--- src/sv/pad_pkg.sv ---
// Shared types, codes and constants for the potentiometer angle drive.
// Used by the request and register channel interfaces, the divider cell, the angle stage and the top level.
package pad_pkg;

  localparam int ADC_SAMPLE_W   = 10;
  localparam int ADC_BITS_DEF   = 10;
  localparam int OHM_SCALE      = 10000;
  localparam int OHM_SCALE_W    = 14;
  localparam int CFG_INDEX_W    = 8;
  localparam int CFG_DATA_W     = 24;

  localparam logic [23:0] CENTER_RESET      = 24'd10000;
  localparam logic [23:0] GAIN_RESET        = 24'd150995;
  localparam logic [14:0] ANGLE_LIMIT_RESET = 15'd11520;
  localparam logic [14:0] DEADBAND_RESET    = 15'd768;

  localparam logic signed [10:0] SPEED_MAX = 11'sd1000;

  // speed*3200/1000 equals (speed*16)/5; the division by 5 is a multiply by
  // a rounded-up reciprocal of 2^16/5, exact for every 14-bit operand.
  localparam logic [13:0] FIFTH_RECIP = 14'd13108;

  typedef enum logic [CFG_INDEX_W-1:0] {
    REG_CENTER      = 8'd0,
    REG_GAIN        = 8'd1,
    REG_ANGLE_LIMIT = 8'd2,
    REG_DEADBAND    = 8'd3
  } reg_index_t;

  typedef enum logic [1:0] {
    STATUS_OK         = 2'd0,
    STATUS_BAD_SPEED  = 2'd1,
    STATUS_BAD_TARGET = 2'd2
  } status_t;

  typedef enum logic [1:0] {
    CMD_NONE       = 2'd0,
    CMD_LOCK       = 2'd1,
    CMD_DRIVE_DOWN = 2'd2,
    CMD_DRIVE_UP   = 2'd3
  } motor_cmd_t;

  // Request fields that ride along the divider chain untouched.
  typedef struct packed {
    logic signed [15:0] target_angle;
    logic signed [10:0] speed_request;
  } side_t;

  // Current register settings handed to the angle stage.
  typedef struct packed {
    logic [23:0] center_resistance;
    logic [23:0] angle_gain;
    logic [14:0] angle_limit;
    logic [14:0] deadband;
  } cfg_t;

endpackage

--- src/sv/pad_div_cell.sv ---
// One restoring-division step of the resistance divider chain.
// Depends on pad_pkg for the side payload type.
module pad_div_cell
  import pad_pkg::*;
#(
  parameter int NW = 24,
  parameter int DW = 11
) (
  input  logic          clk,
  input  logic          rst,
  input  logic          en,
  input  logic          valid_in,
  input  side_t         side_in,
  input  logic [NW-1:0] num_in,
  input  logic [DW-1:0] rem_in,
  input  logic [NW-1:0] quo_in,
  input  logic [DW-1:0] div_in,
  output logic          valid_out,
  output side_t         side_out,
  output logic [NW-1:0] num_out,
  output logic [DW-1:0] rem_out,
  output logic [NW-1:0] quo_out,
  output logic [DW-1:0] div_out
);

  logic [DW:0]   rem_shift;
  logic          fits;
  logic [DW:0]   rem_sub;

  always_comb begin
    rem_shift = {rem_in, num_in[NW-1]};
    fits      = rem_shift >= {1'b0, div_in};
    rem_sub   = fits ? (rem_shift - {1'b0, div_in}) : rem_shift;
  end

  always_ff @(posedge clk) begin
    if (rst) begin
      valid_out <= 1'b0;
    end else if (en) begin
      valid_out <= valid_in;
    end
  end

  always_ff @(posedge clk) begin
    if (en) begin
      side_out <= side_in;
      num_out  <= {num_in[NW-2:0], 1'b0};
      // The remainder stays below the divisor, so the top bit is always zero.
      rem_out  <= rem_sub[DW-1:0];
      quo_out  <= {quo_in[NW-2:0], fits};
      div_out  <= div_in;
    end
  end

endmodule

--- config.mk ---
export PLATFORM = sky130hd
export DESIGN_NAME = pad_div_cell
export DESIGN_NICKNAME = d
export VERILOG_FILES = /design/src/sv/pad_pkg.sv /design/src/sv/pad_div_cell.sv
export SDC_FILE = /design/constraint.sdc
export NUM_CORES = 1
export LEC_CHECK = 0
export BUFFER_PORTS_ARGS = -buffer_cell sky130_fd_sc_hd__buf_2
export CAP_MARGIN = 10
export CORE_MARGIN = 2
export CORE_UTILIZATION = 40
export CTS_CLUSTER_SIZE = 14
export DETAILED_ROUTE_END_ITERATION = 7
export PLACE_DENSITY = 0.76
export SYNTH_ARGS = -nofsm -noshare
export SYNTH_HDL_FRONTEND = slang
export SYNTH_SLANG_ARGS = --single-unit
--- constraint.sdc ---
create_clock -name clk -period 2.22 [get_ports clk]
set_input_delay 0.222 -clock clk [delete_from_list [all_inputs] [get_ports clk]]
set_output_delay 0.222 -clock clk [all_outputs]
set_load 0.02 [all_outputs]
-- Yosys cells after proc, flatten, opt, wreduce, memory -nomap -nowiden
Index checks and enable logic that the tools add are counted.
- output and inout bits: 98
- input bits: 101
- flip-flop bits (word level): 97
- $add $sub $neg: 1
- multiplexer cells: 1
- $lt $le $gt $ge: 1
- operators by type and width (operator ; count):
    $ge 12x11->1 ; 1
    $mux 11 ; 1
    $sub 11x11->11 ; 1

-- Longest topological paths before layout
Gate-level depths: netlist of the first run.
- depth in word-level cells: 2
- mapped depth: 10

-- Worst setup path after synthesis of the first run
Ideal clock, no wire load.
- kind: input to register
- from: input port num_in[23]
- to: register rem_out[2] (data pin)
- data required time: 1966 ps
- library setup time: 254 ps
- arrival: 1839 ps
- cell stages on the path: 10
- buffers on the path: 1
- setup slack: 127 ps
- path through: inv_1 ha_1 fa_1 and2b_1 o21ai_2 a311oi_2 o2bb2ai_2 buf_6 nand2_1 o21ai_2
- cells in the longest elaborated chain, start to end: 2
- RTL lines (element ; RTL line ; source):
    start, declared ; pad_div_cell.sv:14 ; input logic [NW-1:0] num_in,
    $sub 11x11->11 or $ge 12x11->1 (tied branches) ; pad_div_cell.sv:33, pad_div_cell.sv:32 ;
    $mux 11 (*) ; pad_div_cell.sv:33 ; rem_sub = fits ? (rem_shift - {1'b0, div_in}) : rem_shift;
    via rem_sub[2] ; pad_div_cell.sv:28 ; logic [DW:0] rem_sub;
    end signal, assigned ; pad_div_cell.sv:49 ; rem_out <= rem_sub[DW-1:0];
    end, declared ; pad_div_cell.sv:21 ; output logic [DW-1:0] rem_out,
The timed path passes the listed nets; every way through them passes the cells marked *.
A chain may end at the register's enable or synchronous reset.

-- Worst setup path after layout of the first run
- from: input port num_in[23]
- to: register rem_out[10] (data pin)
Same word-level chain as after synthesis.

==> run metrics, run 1 <==
post-route insts no fill=542; synthesized cell area=~3700 sq um; post-DR wirelength/cell=15.6 um; Critical Path AT=2.04 ns; Initial Utilization=40.6%; endpoints failing hold=0; P_int=about 2900 uW; syn avg cell area=approximately 17 sq um; most common cell after layout, fill and taps aside=buf_2; Min-Delay Startpoint=side_in[15]; Comb pwr share=18.4%; Psw=1160 uW; Synth Instances=211; part of the power in registers=~55%; number of port buffers=about 200; full die area=9990 sq um; # clock sinks=97; Slew Viols, Final=0; Final Util=between 50% and 60%; Clock Latency Late Sink=about 0.35 ns; Lkg Pwr=between 0.002 and 0.0025 uW; chip width=99.9 um; reg2reg start=valid_out; FF+latch count, synth=between 90 and 100; Area contributors post-synth=edfxtp_1 78%, ha_1 3.7%, nand2_1 1.9%; area grow syn2layout=37.7%; worst vdd ir=about 0.31 mV; fraction of layout cells with a size suffix above 1=between 50 and 60%; Period minus WS final=around 1.9 ns; number of synthesized flops with an enable pin=96; Worst-path clk slew=0.10 ns; boundary pin count=between 150 and 200; post-route cell area=between 5000 and 6000 sq um; GRT overflow=0; first-pass GRT wire length=between 10 and 15 mm; unrepaired setup endpoints after global routing=no; top_reg_cell synth=edfxtp_1; Power Total=4060 uW; Tcrit/Tclk final=87.3%; CTS tree=built; Worst Skew=0 ns; via count=approximately 2500; Critical Path RT=about 2.3 ns; crit-path max FO=2; Seq/Total Area, Yosys=~79%; Post-synth ARST share=0%; post-CTS sizing=0; H-tree levels=3; # nets final=approximately 540; Yosys Warn Count=0; startpoint type of the worst setup path=input port; placed instance area=about 4900 sq um; drt first pass iters=4; Starting DRT DRC Count=80; Setup Viol. Count Final=0; pwr dens=~800 nW/um^2; Antenna Nets Post-Route=0; status=completed; Post-Syn Nets=324; Clk pwr share=26.6%; row count=35; Placed Cells=roughly 520; DRC=0; vias in the first global route=between 2000 and 2500; final WL=roughly 8.5 mm; CP startpoint=num_in[23]; share of the synthesized area in the top cell type=between 70% and 80%; core footprint=9060 sq um; top cell type by total area after synthesis=edfxtp_1; Routability Congestion=roughly 0.76; DP HPWL=approximately 6.5 mm; sw frac=28.5%; CP Class=input port to register; Max Fclk=slightly above 500 MHz; chip height=99.9 um; number of antenna violations at the first check in global routing=1; Tot GR Track Use=roughly 17%; commonest cells after routing, fill and taps aside=195 x buf_2, 96 x edfxtp_1, 19 x nand2_1; worst hold path type=input port to register; root buf cell=clkbuf_8; worst hold slack=0.0307 ns; max_cap viols=0; Netlist cell types=39; CP endpoint kind=register; Max clock buf depth=2; TritonCTS Buffers=9; vias per cell=4.64; largest net degree at the start of global routing=37
[critical path, cell delays in order]
cell	delay [ns]
buf_2	0.09
inv_1	0.04
ha_1	0.21
fa_1	0.38
and2b_1	0.23
o21ai_2	0.07
a311oi_2	0.32
buf_4	0.17
nor2b_1	0.04
o211ai_1	0.17
nand4_1	0.11
[cell families after synthesis]
family / after synthesis / synth area share [%]
AO/OA/AOI/OAI: 35 / 7.44
XOR/XNOR: 6 / 1.43
adder cells (fa/ha/maj): 12 / 4.28
buffers and inverters: 19 / 2.45
flip-flops: 97 / 78.8
multiplexers: 1 / 0.272
other: 1 / 0.102
AND/OR/NAND/NOR: 40 / 5.20
[stage by stage]
stage	TNS, ns	setup slack, ns
floorplan	0	0.127
global placement	-0.381	-0.0685
detailed placement	-0.544	-0.106
CTS	0	0.268
global route	0	0.102
finish	0	0.281
[sequential cells by signal, summed over array words and instances, names as in the netlist]
register and cells:
num_out 23, side_out 27, valid_out 1, rem_out 11
quo_out 24, div_out 11
[final timing paths]
check / cells after the start / to / slack, ns
max: 11 / rem_out[10] / 0.28
min: 1 / side_out[15] / 0.03
max reg2reg: 2 / valid_out / 1.64
min reg2reg: 2 / valid_out / 0.50
[power by group through the flow]
stage	Combinational, uW	Sequential [uW]	Clock [uW]
floorplan	207	2500	0
global placement	734	2270	0
detailed placement	751	2280	0
CTS	755	2240	1110
global route	811	2250	1170
finish	748	2230	1080
[metal layers]
metal	wire [um]	vias to the layer above	GRT usage, %	part of all wire [%]
met3	677	8	5.57	8.0
met2	4560	99	29.8	54
met4	116	0	7.27	1.4
met1	3100	1182	18.2	37
li1	-	1227	-	-
met5	0	-	0	0
[synthesized netlist by cell type (2+ instances only)]
| cell | instances |
|---|---|
| o21ai_1 | 2 |
| o31ai_1 | 2 |
| o21ai_2 | 8 |
| buf_6 | 2 |
| nor2_1 | 6 |
| o211ai_1 | 2 |
| nand4_1 | 3 |
| nand2_1 | 19 |
| a21oi_1 | 6 |
| a21o_1 | 2 |
| xor2_1 | 4 |
| xnor2_1 | 2 |
| and3_1 | 2 |
| nand2b_1 | 3 |
| nor2b_1 | 2 |
| edfxtp_1 | 96 |
| inv_1 | 16 |
| o21ai_0 | 3 |
| ha_1 | 11 |
[layout make-up]
type | count | area, sq um
antenna | 1 | 2.50
clock buffer | 9 | 124
clock inverter | 7 | 61.3
fill | 749 | 4000
inverter | 16 | 60.1
multi-input combinational | 95 | 689
sequential | 97 | 2900
tap | 111 | 139
timing repair buffer | 206 | 1090
[repair_timing]
| item | 4_1_cts | 5_1_grt |
|---|---|---|
| hold buffers | 1 | 2 |
| endpoints found under the hold margin | 1 | 2 |
| buffers inserted | 0 | 0 |
(Power assumes the default switching activity.)
==> inputs of run 2 (changes only) <==
--- a/config.mk
+++ b/config.mk
@@ -7,2 +7,3 @@
 export LEC_CHECK = 0
+export ABC_CLOCK_PERIOD_IN_PS = 2220
 export BUFFER_PORTS_ARGS = -buffer_cell sky130_fd_sc_hd__buf_2
==> constraint.sdc (replaced) <==
create_clock -name clk -period 2.22 [get_ports clk]
set_input_delay 0.111 -clock clk [delete_from_list [all_inputs] [get_ports clk]]
set_output_delay 0.111 -clock clk [all_outputs]
set_load 0.02 [all_outputs]
==> run 2 against run 1 <==
  * Worst hold slack better by 0.016 ns
  * Critical endpoint unchanged
  * Largest cell class unchanged
  * Largest power group unchanged
  * Utilization is 9.7 points higher
  * Critical path depth stayed put
==> run metrics, run 2 (synthesized netlist as in run 1, its figures left out) <==
core footprint=9060 sq um (unchanged); fraction of layout cells with a size suffix above 1=45.8% (-7.7 points); DP HPWL=6.61 mm (+1.5%); Tcrit/Tclk final=94.8% (+7.5 points); Regs by FF count=side_out x27, quo_out x24, num_out x23; placed instance area=4840 sq um (-0.15%); Worst Skew=0 ns (unchanged); CTS tree=built; Routability Congestion=0.768 (+1.4%); via count=2994 (+19%); post-route insts no fill=624 (+15%); full die area=9990 sq um (unchanged); worst hold path type=input port to register; # clock sinks=97 (unchanged); Worst path max stage delay=0.53 ns (+0.15 ns); critical-path cell list=dlygate4sd3_1 > buf_2 > inv_1 > ha_4 > and2b_1 > buf_4 > o31a_1 > o221ai_2 > o21ai_0 > nand2_1 > nand4_1; max_cap viols=0 (unchanged); endpoints failing hold=0 (unchanged); GRT overflow=0 (unchanged); Lkg Pwr=0.00261 uW (+16%); number of port buffers=196 (unchanged); Largest register FFs=27 (unchanged); Clock Latency Late Sink=0.35 ns (about the same); Slew Viols, Final=0 (unchanged); Psw=1190 uW (+3.1%); pwr dens=724 nW/um^2 (-9.6%); root buf cell=clkbuf_8; worst vdd ir=0.336 mV (+8.9%); number of antenna violations at the first check in global routing=0 (-1); ANT cells=0 (-1); chip width=99.9 um (unchanged); Initial Utilization=40.6% (unchanged); Antenna Nets Post-Route=0 (unchanged); sw frac=27.6% (-0.82 points); chip height=99.9 um (unchanged); area grow syn2layout=61.6%; status=completed; Crit-path slowest cell=dlygate4sd3_1; unrepaired setup endpoints after global routing=no; Max Fclk=475 MHz (-7.9%); Setup TNS=0 ns (unchanged); most common cell after layout, fill and taps aside=buf_2; part of the power in registers=52.2% (-2.8 points); Starting DRT DRC Count=141 (+76%); CP endpoint kind=register; # nets final=621 (+15%); largest net degree at the start of global routing=44 (+19%); final WL=10.9 mm (+29%); vias in the first global route=2984 (+20%); post-route cell area=5950 sq um (+17%); Critical Path AT=2.21 ns (+0.17 ns); Period minus WS final=2.11 ns (+0.167 ns); crit-path max FO=5 (+3); H-tree levels=3 (unchanged); Worst-path clk slew=0.09 ns (about the same); Max clock buf depth=2 (unchanged); P_int=3120 uW (+7.3%); CP Class=input port to register; row count=35 (unchanged); reg2reg setup slack=1.09 ns (-0.55 ns); TritonCTS Buffers=9 (unchanged); Clk pwr share=27.0% (+0.4 points); Setup Viol. Count Final=0 (unchanged); startpoint type of the worst setup path=input port; Placed Cells=521 (-0.19%); Comb pwr share=20.8% (+2.4 points); most flop-heavy register=side_out; vias per cell=4.80 (+3.4%); fillers=633 (-15%); commonest cells after routing, fill and taps aside=194 x buf_2, 96 x edfxtp_1, 86 x dlygate4sd3_1; Critical Path RT=2.32 ns (about the same); DRC=0 (unchanged); boundary pin count=199 (unchanged); post-DR wirelength/cell=17.5 um (+12%); drt first pass iters=5 (+1); Tot GR Track Use=21.0% (+4.3 points); first-pass GRT wire length=15.5 mm (+24%)
[run 2: changes by cell type in the layout (fill, tap and decap cells not counted), sizes merged]
cell / previous run / this run
diode: 1 / 0
dlygate4sd3: 3 / 86
clkinvlp: 0 / 2
clkinv: 4 / 1
bufinv: 0 / 1
inv: 19 / 18
clkbuf: 9 / 10
[run 2: critical path: cells and delay by family]
kind | cells | cell delay [ns]
buffers and inverters | 4 | 0.88
AO/OA/AOI/OAI | 3 | 0.65
AND/OR/NAND/NOR | 3 | 0.35
adder cells (fa/ha/maj) | 1 | 0.22
[run 2: path summary, 6_finish.rpt]
path,start,to,cells after the start
max,div_in[2],rem_out[10],11
min reg2reg,valid_out,valid_out,3
max reg2reg,valid_out,valid_out,3
min,rem_in[4],rem_out[5],3
[run 2: power groups by stage]
stage               Sequential, uW  Combinational (uW)  Clock (uW)
floorplan                     2500                 207           0
global placement              2270                 731           0
detailed placement            2280                 750           0
CTS                           2240                 872        1200
global route                  2260                 959        1250
finish                        2250                 897        1170
[run 2: final cells by class]
cell class              instances  area (sq um)  share of cell area (%)
flip-flops and latches         97          2900                    48.8
well taps                     111           139                    2.33
clock inverters                 6          76.3                    1.28
repair buffers                289          1920                    32.3
clock buffers                  10           128                    2.15
multi-input cells              95           719                    12.1
inverters                      16          60.1                    1.01
[run 2: metrics by stage]
step / worst slack [ns] / hold WS [ns] / total power (uW) / utilization, %
final: 0.115 / 0.0469 / 4310 / 65.6
after global routing: 0.00715 / 0.0481 / 4470 / 65.6
after CTS: 0.0194 / 0.0234 / 4310 / 65.2
after detailed placement: -0.0361 / 0.275 / 3030 / 53.4
after global placement: 0.0405 / 0.270 / 3000 / 53.4
after floorplan: 0.238 / 0.183 / 2700 / -
[run 2: repair_timing]
action | CTS | global route
buffers inserted | 0 | 2
endpoints found under the hold margin | 85 | 0
resized for setup | 0 | 5
hold buffers | 86 | 0
endpoints found under the setup margin | 0 | 11
[run 2: metal layers]
layer	vias up	GRT usage [%]	part of all wire (%)
met1	1424	22.0	34
met2	157	40.1	55
met4	0	9.06	2.4
li1	1394	-	-
met3	19	4.81	8.4
met5	-	0	0
